File: config.mk
export PLATFORM = sky130hd
export DESIGN_NAME = dec_div_cell
export DESIGN_NICKNAME = d
export VERILOG_FILES = /design/src/rtl/dec_pkg.sv /design/src/rtl/dec_div_cell.sv
export SDC_FILE = /design/constraint.sdc
export NUM_CORES = 1
export LEC_CHECK = 0
export ABC_AREA = 1
export BUFFER_PORTS_ARGS = -buffer_cell sky130_fd_sc_hd__clkbuf_2
export CORE_ASPECT_RATIO = 1.5
export CORE_MARGIN = 2
export CORE_UTILIZATION = 40
export CTS_BUF_LIST = sky130_fd_sc_hd__clkbuf_16
export CTS_CLUSTER_DIAMETER = 150
export DETAILED_ROUTE_END_ITERATION = 16
export SKIP_LAST_GASP = 1
export SLEW_MARGIN = 20
export SYNTH_ARGS = -nofsm -noshare
export SYNTH_HDL_FRONTEND = slang
export SYNTH_SLANG_ARGS = --single-unit
File: constraint.sdc
create_clock -name clk_i -period 0.8 [get_ports clk_i]
set_input_delay 0.16 -clock clk_i [delete_from_list [all_inputs] [get_ports clk_i]]
set_output_delay 0.16 -clock clk_i [all_outputs]
set_load 0.05 [all_outputs]
File: src/rtl/dec_pkg.sv
`timescale 1ns / 1ps
`default_nettype none
// ----------------------------------------------------------------------------
// dec_pkg
// Shared types, widths and helpers for the disc collision pipeline.
// ----------------------------------------------------------------------------
package dec_pkg;

  localparam int unsigned VelW  = 16;
  localparam int unsigned QuotW = 18;  // |k*d| stays below 2^18 on contact
  localparam int unsigned DenW  = 26;  // |d|^2 <= (r1+r2)^2 < 2^26 on contact
  localparam int unsigned RemW  = 46;
  localparam int unsigned DshW  = DenW + QuotW - 1;

  // values riding alongside the divider
  typedef struct packed {
    logic signed [VelW-1:0] v1x;
    logic signed [VelW-1:0] v1y;
    logic signed [VelW-1:0] v2x;
    logic signed [VelW-1:0] v2y;
    logic                   contact;
    logic                   coincident;
  } side_t;

  typedef struct packed {
    side_t             side;
    logic [RemW-1:0]   rem_x;
    logic [RemW-1:0]   rem_y;
    logic [QuotW-1:0]  q_x;
    logic [QuotW-1:0]  q_y;
    logic              neg_x;
    logic              neg_y;
    logic [DshW-1:0]   dsh;
  } div_t;

  function automatic logic signed [VelW-1:0] sat16(input logic signed [19:0] v);
    logic signed [VelW-1:0] r;
    if (v > 20'sd32767) begin
      r = 16'sh7fff;
    end else if (v < -20'sd32768) begin
      r = 16'sh8000;
    end else begin
      r = v[VelW-1:0];
    end
    return r;
  endfunction

endpackage
`default_nettype wire

File: src/rtl/dec_div_cell.sv
`timescale 1ns / 1ps
`default_nettype none
// ----------------------------------------------------------------------------
// dec_div_cell
// One restoring-division step for both components; yields one quotient bit per component.
// ----------------------------------------------------------------------------
module dec_div_cell (
  input  wire logic          clk_i,
  input  wire logic          rst_ni,
  input  wire logic          en_i,
  input  wire logic          valid_i,
  input  dec_pkg::div_t      data_i,
  output logic               valid_o,
  output dec_pkg::div_t      data_o
);

  logic [dec_pkg::RemW-1:0] dext;
  logic                     bx, by;
  logic                     vld_q;
  dec_pkg::div_t            data_d;
  dec_pkg::div_t            data_q;

  assign dext = {{(dec_pkg::RemW-dec_pkg::DshW){1'b0}}, data_i.dsh};
  assign bx   = data_i.rem_x >= dext;
  assign by   = data_i.rem_y >= dext;

  always_comb begin
    data_d       = data_i;
    data_d.rem_x = bx ? data_i.rem_x - dext : data_i.rem_x;
    data_d.rem_y = by ? data_i.rem_y - dext : data_i.rem_y;
    data_d.q_x   = {data_i.q_x[dec_pkg::QuotW-2:0], bx};
    data_d.q_y   = {data_i.q_y[dec_pkg::QuotW-2:0], by};
    data_d.dsh   = data_i.dsh >> 1;
  end

  always_ff @(posedge clk_i or negedge rst_ni) begin
    if (!rst_ni) begin
      vld_q <= 1'b0;
    end else if (en_i) begin
      vld_q <= valid_i;
    end
  end

  always_ff @(posedge clk_i) begin
    if (en_i) begin
      data_q <= data_d;
    end
  end

  assign valid_o = vld_q;
  assign data_o  = data_q;

endmodule
`default_nettype wire

==> results of run 1 <==
==> Yosys cell counts (3+ instances only) <==
master	n	share of area
a21oi_1	59	0.018
inv_1	445	0.10
nor4_1	4	0.0015
ha_1	86	0.066
nor2_1	150	0.035
o21bai_1	9	0.0042
nor3_1	7	0.0022
nand2_1	965	0.22
o21ai_0	9	0.0028
buf_6	9	0.0062
a21oi_2	7	0.0038
edfxtp_1	238	0.44
nand2_2	6	0.0023
xor2_1	46	0.025
nand4_1	15	0.0058
nor2_2	11	0.0042
buf_4	8	0.0037
nand3_1	116	0.036
nand3b_1	10	0.0046
and2_1	3	0.0012
==> critical path, stage by stage <==
cell and delay (ns):
buf_4 0.11, clkinvlp_4 0.18, ha_4 0.29, nand2_2 0.06
nand2_2 0.07, nand2_1 0.06, nand2_1 0.06, inv_1 0.06
nand2_2 0.07, a21oi_2 0.15, buf_4 0.15, nand4_4 0.20
buf_12 0.22, clkbuf_16 0.16, nand3_1 0.07, nand2_1 0.05
==> routing by layer <==
metal,track usage,up-vias
li1,-,9154
met1,0.372,8768
met2,0.652,777
met3,0.0405,203
met4,0.167,0
met5,0,-
==> cell families after synthesis <==
kind of cell | share of synthesized area
AOI/OAI and AO/OA | 0.0298
xor gates and xnor gates | 0.0248
adders and majority gates | 0.0687
buffers and inverters | 0.114
DFF | 0.442
muxes | 0.000693
other | 0.000231
and+or+nand+nor | 0.320
==> state kept, by name (all words and copies together) (netlist names) <==
register  flops
valid_o       1
data_o      238
==> layout make-up <==
type | instances | area [sq um]
flip-flops and latches | 239 | 7170
well taps | 506 | 633
inverters | 449 | 1770
diodes | 3 | 7.51
multi-input cells | 1517 | 8650
repair buffers | 1127 | 8650
clock inverters | 18 | 236
fillers | 3286 | 12500
clock buffers | 25 | 626
==> how the worst max path moves through the flow <==
| stage | startpoint | slack, ns | end | depth (start not counted) |
|---|---|---|---|---|
| 3_3_place_gp | data_i[2] | -1.63 | data_o[114]$_DFFE_PP_ | 16 |
| 4_1_cts | data_i[81] | -1.02 | data_o[81]$_DFFE_PP_ | 17 |
| 3_5_place_dp | data_i[2] | -1.66 | data_o[114]$_DFFE_PP_ | 16 |
| 6_report | data_i[35] | -1.02 | data_o[108]$_DFFE_PP_ | 16 |
| 2_1_floorplan | data_i[81] | -1.14 | data_o[125]$_DFFE_PP_ | 15 |
| 5_1_grt | data_i[13] | -1.08 | data_o[81]$_DFFE_PP_ | 15 |
==> metrics by stage <==
stage / setup TNS, ns / hold WS (ns) / cell area [sq um] / power [mW] / utilization
after global routing: -235.20 / 0.0287 / 27700 / 50.4 / 0.690
after detailed placement: -181.64 / -0.0630 / 22900 / 33.5 / 0.570
final: -221.40 / 0.0202 / 27700 / 48.6 / 0.690
after CTS: -223.80 / 0.00162 / 26100 / 47.0 / 0.650
after floorplan: -104.01 / -0.136 / 16500 / 26.1 / -
after global placement: -179.53 / -0.0652 / 22900 / 33.4 / 0.570
==> power by group through the flow <==
stage	combinational (mW)	sequential, mW	clock (mW)
3_5_place_dp	17.1	16.3	0
3_3_place_gp	17.0	16.3	0
6_report	19.7	16.1	12.8
5_1_grt	20.9	16.2	13.3
4_1_cts	18.2	16.1	12.8
2_1_floorplan	5.21	20.9	0
==> what timing repair did <==
item / 4_1_cts / 5_1_grt
gates cloned: 1 / 10
pin swaps: 2 / 77
hold endpoints to repair: 217 / 1
gates resized for setup: 26 / 287
setup endpoints to repair: 333 / 333
hold buffers: 218 / 1
buffers inserted: 4 / 21
==> implementation parameters, run 1 <==
Parameter                              Value

Route
  Antenna violation net count after detailed routing    0
  DRC violation count after routing    0
  DR WL met2    40,200 um
  Aggregate routed wire length    76,800 um
  Starting DRC count in detailed routing    1,131
  DRT Pass-1 Iters    5
  Routed via count divided by cell count    4.87
  Wire length the detailed router placed on met1    27,700 um
  Overall via count from detail_route    18,902
  Met3 Wirelength    4300 um
  Routed wire per std cell    19.8 um
  Top Metal Used    met4

Floorplan
  Die Outline Area    42,300 sq um
  Placeable core region    40,200 sq um
  Die H    251 um
  Number of core rows    90
  I/O pin cnt    483
  Horizontal die dimension    169 um
  Initial Util    0.404

Cells and area
  Commonest non-fill, non-tap cell in the layout    nand2_1
  Most frequent cells in the layout    859 x nand2_1, 442 x clkbuf_2, 413 x inv_1, 403 x buf_4, 238 x edfxtp_1
  Proportion of layout cells with a drive suffix above 1    0.377
  Post-layout nets    3,690
  Synth-to-Final Area Change    70.8%
  Final cell count without fillers    3,884

Timing
  Post-route clock period utilization    2.27
  Setup Viol. Count Final    333
  Max Fclk    551 MHz
  Final Max Tran Viols    0
  Final Hold Violating Endpoints    0
  Worst clock skew    0 ns
  Final worst path period need    1.82 ns
  RSZ-0062 raised after global routing    true
  Setup slack of the critical path after layout    -1.02 ns

Power
  Power density of the placed cells    1750 nW/um^2
  Portion of total power attributed to the clock network    0.263
  Power share of the combinational group    0.405
  Worst IR Drop VDD    1660 uV
  Internal power component    30.2 mW
  Switching Power    18.4 mW
  Sequential power share    0.332
  Leakage power of the design    14.4 nW
  Net switching share of the total power    0.379

GRT
  Total global routing track utilization    0.343
  Pin count of the biggest net entering global routing    56
  Antenna violations before repair    3
  Via count of the first global-routing pass    19,092
  Leftover overflow at the end of global routing    0
  Wire length of the first global-routing pass    108,000 um

Logic synthesis
  Post-synthesis cell type count    32
  Number of warnings printed during yosys synthesis    0
  Post-synthesis cell count    2,222
  Register bit total from synthesis    239
  Number of synthesized flops with an enable pin    238
  Most used flip-flop cell after synthesis    edfxtp_1
  Proportion of synthesized chip area in sequential cells    0.442
  Average footprint of a synthesized cell    7.31 sq um
  Nets in the synthesized netlist    2,553
  Synthesized area    16,200 sq um
  Synth async-reset ratio    0.00418

Placed design
  Total of buffers placed on input and output ports    479
  Cell count after placement    3,583
  Gpl congestion    0.944
  Detailed placer's ending HPWL    58,700 um
  Worst slack after detailed placement    -1.66 ns

Clock tree
  Num CTS Buffers    25
  Clock latency at the later pin of the worst-skew pair    0.55 ns
  Clock tree from TritonCTS    yes
  CTS root buf    clkbuf_16
  Count of H-tree levels built during CTS    1
  Clock transition at the registers of the reported paths    0.07 ns
  Clock Tree Buf Depth    3
  CTS sink count    239

Critical path
  Endpoint required time on the critical path    1.11 ns
  Critical R2R Capture    valid_o$_DFFE_PN0P_
  Reg-to-reg critical path startpoint    valid_o$_DFFE_PN0P_
  Critical Path Start Type    input pin
  Arrival time worst endpoint    2.13 ns
  Setup Crit Path Kind    input pin to register
  Depth of the worst register-to-register path    1
  Crit path max fanout    7
  Setup crit end kind    register
  Reg2Reg Setup Slack    0.03 ns

Worst hold path
  Worst hold-check path type    input pin to register
  Hold Crit Start    data_i[141]
  Endpoint of the worst hold-timing path    data_o[141]$_DFFE_PP_
  Worst Hold Path Cells    4

Job
  MaxCap Viol Count    0

Run status
  Violations in the final reports    setup timing
  Result of the run    finished with violations
(Power assumes the default switching activity.)
==> inputs of run 2 (changes only) <==
--- a/config.mk
+++ b/config.mk
@@ -15,2 +15,3 @@
 export DETAILED_ROUTE_END_ITERATION = 16
+export SETUP_SLACK_MARGIN = 0.02
 export SKIP_LAST_GASP = 1
==> constraint.sdc (replaced) <==
create_clock -name clk_i -period 0.8 [get_ports clk_i]
set_input_delay 0 -clock clk_i [delete_from_list [all_inputs] [get_ports clk_i]]
set_output_delay 0 -clock clk_i [all_outputs]
set_load 0.05 [all_outputs]
==> implementation parameters, run 2 (synthesis gave the netlist of run 1 again) <==
Parameter                              Value

Clock tree
  Num CTS Buffers    26 (was 25)
  CTS sink count    239 (unchanged)
  Count of H-tree levels built during CTS    1 (unchanged)
  Clock Tree Buf Depth    3 (unchanged)
  Clock transition at the registers of the reported paths    0.07 ns (about the same)
  Clock latency at the later pin of the worst-skew pair    0.54 ns (was 0.55 ns)
  CTS root buf    clkbuf_16 (unchanged)
  Clock tree from TritonCTS    yes (unchanged)

Cells and area
  Most frequent cells in the layout    865 x nand2_1, 414 x inv_1, 382 x buf_4, 240 x dlygate4sd3_1 (was 859 x nand2_1, 442 x clkbuf_2, 413 x inv_1, 403 x buf_4, 238 x edfxtp_1)
  Commonest non-fill, non-tap cell in the layout    nand2_1 (unchanged)
  Post-layout nets    3,698 (was 3,690)
  Proportion of layout cells with a drive suffix above 1    0.379 (was 0.377)
  Final cell area excluding filler cells    29,800 sq um (was 27,700 sq um)
  Final Util    0.741 (was 0.690)
  Filler cell count    2,797 (was 3,286)
  Max FFs per register    238 (unchanged)
  Synth-to-Final Area Change    83.5% (was 70.8%)

Placed design
  Detailed placer's ending HPWL    58,500 um (was 58,700 um)
  Gpl congestion    0.956 (was 0.944)
  Total of buffers placed on input and output ports    479 (unchanged)
  Total placed instance area    22,400 sq um (was 22,900 sq um)

Floorplan
  Initial Util    0.404 (unchanged)
  Die Outline Area    42,300 sq um (unchanged)
  Placeable core region    40,200 sq um (unchanged)
  Horizontal die dimension    169 um (unchanged)
  I/O pin cnt    483 (unchanged)
  Number of core rows    90 (unchanged)
  Die H    251 um (unchanged)

Route
  DRT Pass-1 Iters    6 (was 5)
  Routed wire per std cell    21.4 um (was 19.8 um)
  Antenna violation net count after detailed routing    0 (unchanged)
  Routed via count divided by cell count    5.03 (was 4.87)
  Overall via count from detail_route    19,568 (was 18,902)
  Starting DRC count in detailed routing    1,380 (was 1,131)
  DR WL met2    42,600 um (was 40,200 um)
  DRC violation count after routing    0 (unchanged)
  Wire length the detailed router placed on met1    29,300 um (was 27,700 um)
  Top Metal Used    met4 (unchanged)
  Aggregate routed wire length    83,200 um (was 76,800 um)
  Met3 Wirelength    4960 um (was 4300 um)

Critical path
  Critical Path Start Type    input pin (unchanged)
  Sum of buffers and inverters on the critical path    6 (unchanged)
  Most frequent CP cell    nand2_2
  Number of gates on the worst path with buffers counted    18 (was 16)
  Setup crit end kind    register (unchanged)
  Top cell family by delay on the critical path    simple AND/OR/NAND/NOR gates (was buffers and inverters)
  Critical Path, Cell by Cell    clkbuf_16, buf_12, ha_4, inv_4, fa_2, nand2_2, nand2_2, nand3_2, nand2_2, nand2_1, nand2_2, nand2_2, nand4_4, buf_12, buf_12, buf_12, nand3_2, nand2_1 (was buf_4, clkinvlp_4, ha_4, nand2_2, nand2_2, nand2_1, nand2_1, inv_1, nand2_2, a21oi_2, buf_4, nand4_4, buf_12, clkbuf_16, nand3_1, nand2_1)
  Setup Crit Path Kind    input pin to register (unchanged)
  Arrival time worst endpoint    1.98 ns (was 2.13 ns)
  Crit path max fanout    7 (unchanged)
  Master of the slowest instance on the critical path    fa_2 (was ha_4)
  Depth of the worst register-to-register path    1 (unchanged)
  Endpoint required time on the critical path    1.10 ns (was 1.11 ns)
  Stage delay of the slowest cell on the critical path    0.39 ns (was 0.29 ns)

GRT
  Pin count of the biggest net entering global routing    54 (was 56)
  Leftover overflow at the end of global routing    0 (unchanged)
  Antenna violations before repair    4 (was 3)
  Total global routing track utilization    0.368 (was 0.343)
  Wire length of the first global-routing pass    116,000 um (was 108,000 um)
  Via count of the first global-routing pass    19,974 (was 19,092)

Timing
  Final Hold Violating Endpoints    33 (was 0)
  Final Max Tran Viols    0 (unchanged)
  RSZ-0062 raised after global routing    true (unchanged)
  Setup Viol. Count Final    343 (was 333)
  Max Fclk    597 MHz (was 551 MHz)
  Post-route clock period utilization    2.09 (was 2.27)
  Minimum hold slack    -0.0686 ns (was 0.0202 ns)
  Worst clock skew    0 ns (unchanged)
  Setup slack of the critical path after layout    -0.875 ns (was -1.02 ns)
  Final worst path period need    1.68 ns (was 1.82 ns)

Worst hold path
  Worst Hold Path Cells    2 (was 4)
  Worst hold-check path type    input pin to register (unchanged)

Power
  Leakage power of the design    15.1 nW (was 14.4 nW)
  Worst IR Drop VDD    1720 uV (was 1660 uV)
  Power density of the placed cells    1690 nW/um^2 (was 1750 nW/um^2)

Run status
  Violations in the final reports    hold timing, setup timing (was setup timing)
  Result of the run    finished with violations (unchanged)

Job
  MaxCap Viol Count    0 (unchanged)
[run 2: area by class of cell]
class	instances	area, sq um	area share
Multi-Input combinational cell	1517	8890	0.298
Clock inverter	19	171	0.00575
Inverter	449	1770	0.0593
Clock buffer	27	676	0.0227
Tap cell	506	633	0.0212
Timing Repair Buffer	1134	10500	0.352
Sequential cell	239	7170	0.241
Antenna cell	2	5.00	0.000168
[run 2: metrics by stage]
stage / setup TNS, ns / setup slack, ns / power (mW) / cells
after global routing: -170.31 / -0.930 / 52.1 / 3893
after detailed placement: -138.42 / -1.54 / 32.9 / 3565
after global placement: -134.79 / -1.50 / 32.8 / 3565
after CTS: -155.14 / -0.796 / 48.9 / 3876
final: -159.53 / -0.875 / 50.5 / 3893
after floorplan: -88.97 / -0.980 / 26.1 / 2222
[run 2: path summary, 6_finish.rpt]
path                                     start  slack (ns)               endpoint
max                                  data_i[0]       -0.88  data_o[160]$_DFFE_PP_
min                                       en_i       -0.07  data_o[140]$_DFFE_PP_
max reg2reg                valid_o$_DFFE_PN0P_       -0.01    valid_o$_DFFE_PN0P_
min reg2reg                valid_o$_DFFE_PN0P_        0.57    valid_o$_DFFE_PN0P_
max in group asynchronous               rst_ni        0.34    valid_o$_DFFE_PN0P_
min in group asynchronous               rst_ni        0.34    valid_o$_DFFE_PN0P_
[run 2: routing by layer]
layer / GRT usage / vias up
met2: 0.688 / 939
met3: 0.0535 / 302
met4: 0.221 / 0
met1: 0.386 / 9146
li1: - / 9181
met5: 0 / -
[run 2: power by group]
part           internal, mW  switching (mW)
Clock                  6.84            5.58
Combinational          8.97            12.8
Sequential             15.5           0.807
Total                  31.3            19.2
[run 2: what timing repair did]
action,CTS,global route
resized for setup,616,206
pin swaps,30,49
hold buffers,238,2
gates cloned,4,6
endpoints found under the hold margin,329,26
buffers inserted,23,9
setup endpoints to repair,333,349
